==> src/rtl/kpf_pkg.sv <==
// Shared types and constants for the keyed pool with oldest-first replacement.
package kpf_pkg;

    // Default pool depth and the fixed field widths.
    localparam int unsigned ENTRIES_DEF = 16;
    localparam int unsigned WORD_W      = 32;
    localparam int unsigned SLOT_W      = 4;

    // Largest stamp; a full pool only replaces slots stamped below it.
    localparam logic [WORD_W-1:0] STAMP_MAX = 32'hFFFF_FFFF;

    // Operation code of an input word.
    typedef enum logic {
        FUNC_DEPOSIT  = 1'b0,
        FUNC_WITHDRAW = 1'b1
    } t_func;

    // Controller states.
    typedef enum logic [1:0] {
        ST_IDLE,
        ST_SCAN,
        ST_FINISH
    } t_state;

    // One stored pool entry.
    typedef struct packed {
        logic [WORD_W-1:0] stamp;
        logic [WORD_W-1:0] handle;
        logic [WORD_W-1:0] format;
        logic [WORD_W-1:0] size;
        logic [WORD_W-1:0] aux;
    } t_entry;

    // One input word.
    typedef struct packed {
        t_func             func;
        logic [WORD_W-1:0] handle;
        logic [WORD_W-1:0] format_key;
        logic [WORD_W-1:0] size_key;
        logic [WORD_W-1:0] aux_word;
    } t_item;

    // One result word.
    typedef struct packed {
        logic              done_res;
        logic              evicted;
        logic [SLOT_W-1:0] slot;
        logic [WORD_W-1:0] out_handle;
        logic [WORD_W-1:0] out_format;
        logic [WORD_W-1:0] out_size;
        logic [WORD_W-1:0] out_aux;
    } t_result;

endpackage

==> src/rtl/kpf_store.sv <==
// Entry memory: one write port and one read port with a registered read.
module kpf_store #(
    parameter int unsigned ENTRIES = kpf_pkg::ENTRIES_DEF
) (
    input  logic                       i_clk,
    input  logic                       i_we,
    input  logic [$clog2(ENTRIES)-1:0] i_waddr,
    input  kpf_pkg::t_entry            i_wdata,
    input  logic [$clog2(ENTRIES)-1:0] i_raddr,
    output kpf_pkg::t_entry            o_rdata
);

    kpf_pkg::t_entry r_mem [ENTRIES];
    kpf_pkg::t_entry r_rdata;

    // Write port.
    always_ff @(posedge i_clk) begin
        if (i_we) begin
            r_mem[i_waddr] <= i_wdata;
        end
    end

    // Read port, registered.
    always_ff @(posedge i_clk) begin
        r_rdata <= r_mem[i_raddr];
    end

    assign o_rdata = r_rdata;

endmodule

==> src/rtl/kpf_ctrl.sv <==
// Scan and write-back controller: walks the entry memory, picks a slot, updates it.
module kpf_ctrl #(
    parameter int unsigned ENTRIES = kpf_pkg::ENTRIES_DEF
) (
    input  logic                       i_clk,
    input  logic                       i_rst_n,
    input  logic                       i_start,
    input  kpf_pkg::t_item             i_item,
    output logic                       o_busy,
    input  logic                       i_res_ready,
    output logic                       o_res_vld,
    output kpf_pkg::t_result           o_res,
    output logic [$clog2(ENTRIES)-1:0] o_mem_raddr,
    input  kpf_pkg::t_entry            i_mem_rdata,
    output logic                       o_mem_we,
    output logic [$clog2(ENTRIES)-1:0] o_mem_waddr,
    output kpf_pkg::t_entry            o_mem_wdata
);

    localparam int unsigned IW = $clog2(ENTRIES);
    localparam int unsigned CW = $clog2(ENTRIES + 1);
    localparam int unsigned SW = kpf_pkg::SLOT_W;
    localparam int unsigned WW = kpf_pkg::WORD_W;

    kpf_pkg::t_state  r_state,  n_state;
    kpf_pkg::t_item   r_item,   n_item;
    logic [CW-1:0]    r_idx,    n_idx;
    logic             r_cmp_vld, n_cmp_vld;
    logic [IW-1:0]    r_cmp_idx, n_cmp_idx;
    logic [ENTRIES-1:0] r_valid, n_valid;
    logic [WW-1:0]    r_counter, n_counter;
    logic             r_free_found, n_free_found;
    logic [IW-1:0]    r_free_idx,   n_free_idx;
    logic             r_found,      n_found;
    logic [WW-1:0]    r_best,       n_best;
    logic [IW-1:0]    r_best_idx,   n_best_idx;
    logic [WW-1:0]    r_best_handle, n_best_handle;

    logic          slot_v;
    logic          dep_older;
    logic          wdr_match;
    logic [IW-1:0] dep_tgt;
    logic          dep_write;
    logic [WW-1:0] next_stamp;

    // Compare terms for the entry whose read data is arriving.
    assign slot_v     = r_valid[r_cmp_idx];
    assign dep_older  = i_mem_rdata.stamp < r_best;
    assign wdr_match  = slot_v
                        && (i_mem_rdata.format == r_item.format_key)
                        && (i_mem_rdata.size == r_item.size_key)
                        && (i_mem_rdata.stamp <= r_best);
    assign dep_tgt    = r_free_found ? r_free_idx : r_best_idx;
    assign dep_write  = r_free_found || r_found;
    assign next_stamp = r_counter + WW'(1);
    assign o_busy     = (r_state != kpf_pkg::ST_IDLE);

    // Next state, scan bookkeeping and write-back.
    always_comb begin
        n_state       = r_state;
        n_item        = r_item;
        n_idx         = r_idx;
        n_cmp_vld     = 1'b0;
        n_cmp_idx     = r_cmp_idx;
        n_valid       = r_valid;
        n_counter     = r_counter;
        n_free_found  = r_free_found;
        n_free_idx    = r_free_idx;
        n_found       = r_found;
        n_best        = r_best;
        n_best_idx    = r_best_idx;
        n_best_handle = r_best_handle;
        o_mem_raddr   = r_idx[IW-1:0];
        o_mem_we      = 1'b0;
        o_mem_waddr   = '0;
        o_mem_wdata   = '0;
        o_res_vld     = 1'b0;
        o_res         = '0;

        unique case (r_state)
            kpf_pkg::ST_IDLE: begin
                if (i_start) begin
                    n_item       = i_item;
                    n_idx        = '0;
                    n_free_found = 1'b0;
                    n_found      = 1'b0;
                    n_best       = kpf_pkg::STAMP_MAX;
                    n_state      = kpf_pkg::ST_SCAN;
                end
            end

            kpf_pkg::ST_SCAN: begin
                // Issue one read a cycle until every slot has been addressed.
                if (r_idx < CW'(ENTRIES)) begin
                    n_idx     = r_idx + CW'(1);
                    n_cmp_vld = 1'b1;
                    n_cmp_idx = r_idx[IW-1:0];
                end else begin
                    n_state = kpf_pkg::ST_FINISH;
                end

                // Judge the slot read in the previous cycle.
                if (r_cmp_vld) begin
                    if (r_item.func == kpf_pkg::FUNC_DEPOSIT) begin
                        if (!slot_v) begin
                            if (!r_free_found) begin
                                n_free_found = 1'b1;
                                n_free_idx   = r_cmp_idx;
                            end
                        end else if (dep_older) begin
                            n_found       = 1'b1;
                            n_best        = i_mem_rdata.stamp;
                            n_best_idx    = r_cmp_idx;
                            n_best_handle = i_mem_rdata.handle;
                        end
                    end else if (wdr_match) begin
                        n_found       = 1'b1;
                        n_best        = i_mem_rdata.stamp;
                        n_best_idx    = r_cmp_idx;
                        n_best_handle = i_mem_rdata.handle;
                    end
                end
            end

            kpf_pkg::ST_FINISH: begin
                if (i_res_ready) begin
                    n_state   = kpf_pkg::ST_IDLE;
                    o_res_vld = 1'b1;
                    if (r_item.func == kpf_pkg::FUNC_DEPOSIT) begin
                        // A refused deposit leaves everything alone and reports zeros.
                        if (dep_write) begin
                            o_mem_we           = 1'b1;
                            o_mem_waddr        = dep_tgt;
                            o_mem_wdata.stamp  = next_stamp;
                            o_mem_wdata.handle = r_item.handle;
                            o_mem_wdata.format = r_item.format_key;
                            o_mem_wdata.size   = r_item.size_key;
                            o_mem_wdata.aux    = r_item.aux_word;
                            n_valid[dep_tgt]   = 1'b1;
                            n_counter          = next_stamp;
                            o_res.done_res     = 1'b1;
                            o_res.slot         = SW'(dep_tgt);
                            if (!r_free_found) begin
                                o_res.evicted    = 1'b1;
                                o_res.out_handle = r_best_handle;
                            end
                        end
                    end else if (r_found) begin
                        // Free the slot and clear its auxiliary word.
                        o_mem_we            = 1'b1;
                        o_mem_waddr         = r_best_idx;
                        o_mem_wdata.stamp   = r_best;
                        o_mem_wdata.handle  = r_best_handle;
                        o_mem_wdata.format  = r_item.format_key;
                        o_mem_wdata.size    = r_item.size_key;
                        o_mem_wdata.aux     = '0;
                        n_valid[r_best_idx] = 1'b0;
                        o_res.done_res      = 1'b1;
                        o_res.slot          = SW'(r_best_idx);
                        o_res.out_handle    = r_best_handle;
                        o_res.out_format    = r_item.format_key;
                        o_res.out_size      = r_item.size_key;
                        o_res.out_aux       = '0;
                    end
                end
            end

            default: begin
                n_state = kpf_pkg::ST_IDLE;
            end
        endcase
    end

    // State and control registers.
    always_ff @(posedge i_clk) begin
        if (!i_rst_n) begin
            r_state   <= kpf_pkg::ST_IDLE;
            r_cmp_vld <= 1'b0;
            r_valid   <= '0;
            r_counter <= '0;
        end else begin
            r_state   <= n_state;
            r_cmp_vld <= n_cmp_vld;
            r_valid   <= n_valid;
            r_counter <= n_counter;
        end
    end

    // Scan payload registers.
    always_ff @(posedge i_clk) begin
        r_item        <= n_item;
        r_idx         <= n_idx;
        r_cmp_idx     <= n_cmp_idx;
        r_free_found  <= n_free_found;
        r_free_idx    <= n_free_idx;
        r_found       <= n_found;
        r_best        <= n_best;
        r_best_idx    <= n_best_idx;
        r_best_handle <= n_best_handle;
    end

endmodule

==> src/rtl/keyed_pool_fifo_replace_unit.sv <==
// Top level of the keyed pool: input capture, entry memory, controller and result register.
//
//  Channel | Direction | Handshake               | Word
//  --------+-----------+-------------------------+------------------------------------------
//  in      | input     | i_in_valid / o_in_stall | func, handle, format/size keys, aux word
//  out     | output    | o_out_valid / i_out_stall | done, evicted, slot, handle, keys, aux
//
//  A new word is taken only while the controller is idle, after the previous word's
//  write-back; the scan reads one slot a cycle from the single-read-port entry memory.
//  Reset clears the valid bits, the stamp counter and all handshake state; the memory
//  itself is not cleared, since the valid bits guard every read.
//  A stalled result holds in the output register; the next word is still taken and
//  scanned, and waits at write-back until the output register is free.
module keyed_pool_fifo_replace_unit #(
    parameter int unsigned ENTRIES = kpf_pkg::ENTRIES_DEF
) (
    input  logic        i_clk,
    input  logic        i_rst_n,
    input  logic        i_in_valid,
    output logic        o_in_stall,
    input  logic        i_func,
    input  logic [31:0] i_handle,
    input  logic [31:0] i_format_key,
    input  logic [31:0] i_size_key,
    input  logic [31:0] i_aux_word,
    output logic        o_out_valid,
    input  logic        i_out_stall,
    output logic        o_done_res,
    output logic        o_evicted,
    output logic [3:0]  o_slot,
    output logic [31:0] o_out_handle,
    output logic [31:0] o_out_format,
    output logic [31:0] o_out_size,
    output logic [31:0] o_out_aux
);

    localparam int unsigned IW = $clog2(ENTRIES);

    kpf_pkg::t_item   in_item;
    logic             in_acc;
    logic             ctrl_busy;
    logic             out_free;
    logic             res_vld;
    kpf_pkg::t_result res;
    logic [IW-1:0]    mem_raddr;
    logic [IW-1:0]    mem_waddr;
    logic             mem_we;
    kpf_pkg::t_entry  mem_rdata;
    kpf_pkg::t_entry  mem_wdata;
    logic             r_out_vld, n_out_vld;
    kpf_pkg::t_result r_res;

    // Input word assembly and acceptance.
    assign in_item.func       = kpf_pkg::t_func'(i_func);
    assign in_item.handle     = i_handle;
    assign in_item.format_key = i_format_key;
    assign in_item.size_key   = i_size_key;
    assign in_item.aux_word   = i_aux_word;
    assign o_in_stall         = ctrl_busy;
    assign in_acc             = i_in_valid && !o_in_stall;
    assign out_free           = !r_out_vld || !i_out_stall;

    kpf_store #(
        .ENTRIES(ENTRIES)
    ) u_store (
        .i_clk   (i_clk),
        .i_we    (mem_we),
        .i_waddr (mem_waddr),
        .i_wdata (mem_wdata),
        .i_raddr (mem_raddr),
        .o_rdata (mem_rdata)
    );

    kpf_ctrl #(
        .ENTRIES(ENTRIES)
    ) u_ctrl (
        .i_clk       (i_clk),
        .i_rst_n     (i_rst_n),
        .i_start     (in_acc),
        .i_item      (in_item),
        .o_busy      (ctrl_busy),
        .i_res_ready (out_free),
        .o_res_vld   (res_vld),
        .o_res       (res),
        .o_mem_raddr (mem_raddr),
        .i_mem_rdata (mem_rdata),
        .o_mem_we    (mem_we),
        .o_mem_waddr (mem_waddr),
        .o_mem_wdata (mem_wdata)
    );

    // Output register: loaded on a finished word, held while stalled.
    assign n_out_vld = res_vld || (r_out_vld && i_out_stall);

    always_ff @(posedge i_clk) begin
        if (!i_rst_n) begin
            r_out_vld <= 1'b0;
        end else begin
            r_out_vld <= n_out_vld;
        end
    end

    always_ff @(posedge i_clk) begin
        if (res_vld) begin
            r_res <= res;
        end
    end

    assign o_out_valid  = r_out_vld;
    assign o_done_res   = r_res.done_res;
    assign o_evicted    = r_res.evicted;
    assign o_slot       = r_res.slot;
    assign o_out_handle = r_res.out_handle;
    assign o_out_format = r_res.out_format;
    assign o_out_size   = r_res.out_size;
    assign o_out_aux    = r_res.out_aux;

    // The controller only finishes a word into a free output register.
    a_res_into_free: assert property (@(posedge i_clk) disable iff (!i_rst_n)
        res_vld |-> out_free)
        else $error("result produced while output register is held");

    // An accepted word keeps the input side stalled in the next cycle.
    a_busy_after_accept: assert property (@(posedge i_clk) disable iff (!i_rst_n)
        in_acc |=> o_in_stall)
        else $error("input not stalled after accepting a word");

    // An eviction is always a completed deposit.
    a_evict_done: assert property (@(posedge i_clk) disable iff (!i_rst_n)
        o_out_valid && o_evicted |-> o_done_res)
        else $error("eviction reported without completion");

    // A memory write happens only when a result is produced.
    a_write_with_result: assert property (@(posedge i_clk) disable iff (!i_rst_n)
        mem_we |-> res_vld)
        else $error("entry memory written outside write-back");

endmodule

==> config.mk <==
export PLATFORM = sky130hd
export DESIGN_NAME = keyed_pool_fifo_replace_unit
export DESIGN_NICKNAME = d
export VERILOG_FILES = /design/src/rtl/kpf_pkg.sv /design/src/rtl/kpf_store.sv /design/src/rtl/kpf_ctrl.sv /design/src/rtl/keyed_pool_fifo_replace_unit.sv
export SDC_FILE = /design/constraint.sdc
export NUM_CORES = 2
export LEC_CHECK = 0
export ABC_AREA = 1
export BUFFER_PORTS_ARGS = -buffer_cell sky130_fd_sc_hd__buf_2
export CORE_MARGIN = 2
export CORE_UTILIZATION = 42
export DETAILED_ROUTE_END_ITERATION = 8
export GPL_TIMING_DRIVEN = 0
export PLACE_DENSITY = 0.62
export SLEW_MARGIN = 5
export SYNTH_ARGS = -nofsm -noshare
export SYNTH_HDL_FRONTEND = slang
export SYNTH_SLANG_ARGS = --single-unit
==> constraint.sdc <==
create_clock -name i_clk -period 16.9 [get_ports i_clk]
set_input_delay 1.69 -clock i_clk [delete_from_list [all_inputs] [get_ports i_clk]]
set_output_delay 1.69 -clock i_clk [all_outputs]
set_load 0.02 [all_outputs]
==> results.tsv <==
metric	value	unit
postLayoutSetupSlackWorst	11320	ps
die_h	485	um
postCtsHoldBufs	0	
netlist_area	0.0974	mm2
hold_start	u_store.o_rdata[111]$_DFF_P_	
wl_met3	27900	um
setup_viol	0	
cellLeakagePower	0.0350	uW
top_layer_used	met5	
holdPathEnd	u_ctrl.r_best_handle[15]$_DFFE_PP_	
cts_setup_buffers	0	
slew_headroom	0.0317	
routed_via_density	5.71	
startpoint_type	input pin	
ff2ff_path_depth	14	
ys_warn_count	0	
fp.coreArea	0.230	mm2
yosysTopAreaCellShare	0.719	
drt-total-wl	294000	um
synth_cell_types	46	
r2r_start	u_ctrl.r_state[0]$_SDFFE_PN0P_	
layout.nets	7912	
via_count	62700	
critical-path-max-stage-delay	820	ps
start_util	0.423	
clock_sinks	2510	
rows	176	
clk_pin_slew	60	ps
numPortBuffers	204	
wl_met1	114000	um
reg2reg_to	u_store.r_mem[0][60]$_DFFE_PP_	
power.density	124	mW/mm2
grt_max_degree	62	
gp_congestion	0.856	
stdcell_area	0.114	mm2
cts_buffer_depth	4	
finalPower	14100	uW
hold_viol	0	
ir_worst_vdd	0.0000790	V
worstSetupEndpointType	register	
cp_cell_sequence	buf_2 > nand2_1 > inv_1 > nor2_4 > buf_16 > nand2_1 > buf_2 > nor3_2 > buf_4 > buf_4 > buf_4 > buf_6 > buf_4 > buf_6 > buf_4	
wl_per_cell	26.8	um
slowest_stage	nor3_2	
first_pass_iters	6	
clk_latency	930	ps
period_minus_slack	5580	ps
slew_viol_final	0	
rsz0062_at_grt	no	
chipWidth	485	um
finish.utilization	0.494	
cap_violations	0	
cts_buffers	282	
min_period_over_period	0.330	
cp.required	17510	ps
grt_pass1_vias	61500	
drt-initial-drc-count	8019	
yosys.area.top_type	edfxtp_1	
cts-htree-levels	5	
ys.flop_type	edfxtp_1	
worst_path_most_repeated_cell	buf_4	
antenna_found_initial	24	
ant_nets	0	
wl_met2	137000	um
ctsResizeCount	0	
drive_above_1_share	0.133	
cts_tree	done	
post-place-ws	10450	ps
drc	0	
rrSetupSlack	11840	ps
synthMostInstantiatedCell	edfxtp_1	
fin_skew	47.6	ps
placed_area	0.105	mm2
synthCells	7063	
synth_commonest_cells	edfxtp_1 (2,330), nor2_1 (1,328), o21ai_0 (597)	
die_area	0.236	mm2
min_path_type	register to register	
crit_type	input pin to register	
synth_edf_count	2330	
netlist_top_cells_area	edfxtp_1 (72%), nor2_1 (5.1%), dfxtp_1 (3.7%), o21ai_0 (3.1%), o32ai_1 (2.7%)	
dpl.hpwl	201000	um
ys_ff_latch	2510	
synth.yosys.seq_area_share	0.756	
synthArstFlopShare	0	
cts-root-buf	clkbuf_16	
fmax	179	MHz
syn_area_per_cell	13.8	um2
tightest_slew	1450	ps
worstPathArrival	6180	ps
gr-total-overflow	0	
path_max_fanout	18	
synthToLayoutAreaGrowth	16.9	%
io-pin-count	269	
run_status	finished, final reports clean	
whs_path_depth	0	
grt_usage	0.245	
grt_first_pass_wirelength	421000	um
placed cells by master (no fill, tap or decap), types with 34 or more instances in the layout:
master,count
xnor2_1,46
or2_2,43
o221ai_1,212
clkbuf_1,294
o211ai_1,46
nor2_1,1313
buf_4,124
inv_1,232
buf_12,75
a21oi_1,69
edfxtp_1,2330
mux2i_1,212
clkbuf_16,288
nor3_1,57
clkinv_2,37
dfxtp_1,180
ha_1,34
nand2_1,555
clkinv_1,37
o21ai_0,534
buf_2,322
o21ai_1,76
o32ai_1,300
nand3_1,266
cell families after synthesis:
group                    Yosys count  share of synthesized area
adder cells (fa/ha/maj)           34                    0.00437
other                              1                  0.0000385
AO/OA/AOI/OAI                   1256                     0.0862
flip-flops                      2510                      0.756
buffers and inverters            712                     0.0326
AND/OR/NAND/NOR                 2288                     0.0948
XOR/XNOR                          50                    0.00450
multiplexers                     212                     0.0218
area by class of cell:
class | instances | area (um2)
Sequential cell | 2510 | 73600
Inverter | 242 | 913
Buffer | 470 | 2280
Multi-Input combinational cell | 3872 | 20900
Antenna cell | 11 | 27.5
Tap cell | 3026 | 3790
Timing Repair Buffer | 367 | 3780
Clock inverter | 107 | 910
Clock buffer | 378 | 7710
Fill cell | 19600 | 116000
routing by layer:
metal	vias to the layer above	GRT usage
met5	-	0
met4	8	0.119
met3	652	0.0516
met2	3309	0.390
met1	31300	0.319
li1	27500	-
through the flow:
stage / TNS (ps) / hold WS [ps] / cells
6_report: 0 / 389 / 11000
5_1_grt: 0 / 401 / 11000
4_1_cts: 0 / 381 / 11000
3_5_place_dp: 0 / 389 / 10500
3_3_place_gp: -3684320 / 388 / 10300
2_1_floorplan: 0 / 386 / 7094
sequential cells by signal, summed over array words and instances, names as in the netlist, 2 cells and up:
| register | cells |
|---|---|
| o_out_format | 32 |
| o_out_handle | 32 |
| o_out_size | 32 |
| o_slot | 4 |
| u_ctrl.r_best | 32 |
| u_ctrl.r_best_handle | 32 |
| u_ctrl.r_best_idx | 4 |
| u_ctrl.r_cmp_idx | 4 |
| u_ctrl.r_counter | 32 |
| u_ctrl.r_free_idx | 4 |
| u_ctrl.r_idx | 5 |
| u_ctrl.r_item | 97 |
| u_ctrl.r_state | 2 |
| u_ctrl.r_valid | 16 |
| u_store.o_rdata | 128 |
| u_store.r_mem | 2048 |
power by group:
part	switching, uW	total (uW)	internal (uW)
logic	987	1350	367
registers	64.0	6920	6860
clock network	2410	5820	3410
total	3460	14100	10600
how the worst max path moves through the flow:
stage / start / end / cells past startpoint / slack (ps)
global placement: i_out_stall / u_store.r_mem[0][56]$_DFFE_PP_ / 7 / -8840
finish: i_out_stall / u_store.r_mem[0][60]$_DFFE_PP_ / 15 / 11320
detailed placement: i_out_stall / u_store.r_mem[0][58]$_DFFE_PP_ / 15 / 10450
global route: i_out_stall / u_store.r_mem[0][58]$_DFFE_PP_ / 15 / 11200
CTS: i_out_stall / u_store.r_mem[0][60]$_DFFE_PP_ / 15 / 11390
floorplan: i_out_stall / u_store.r_mem[0][100]$_DFFE_PP_ / 6 / 3350
critical path: cells and delay by family:
family,cells,cell delay [ps]
buf+inv,11,2540
simple gates,4,1910
Note: power is estimated with default switching activity, not from simulation.
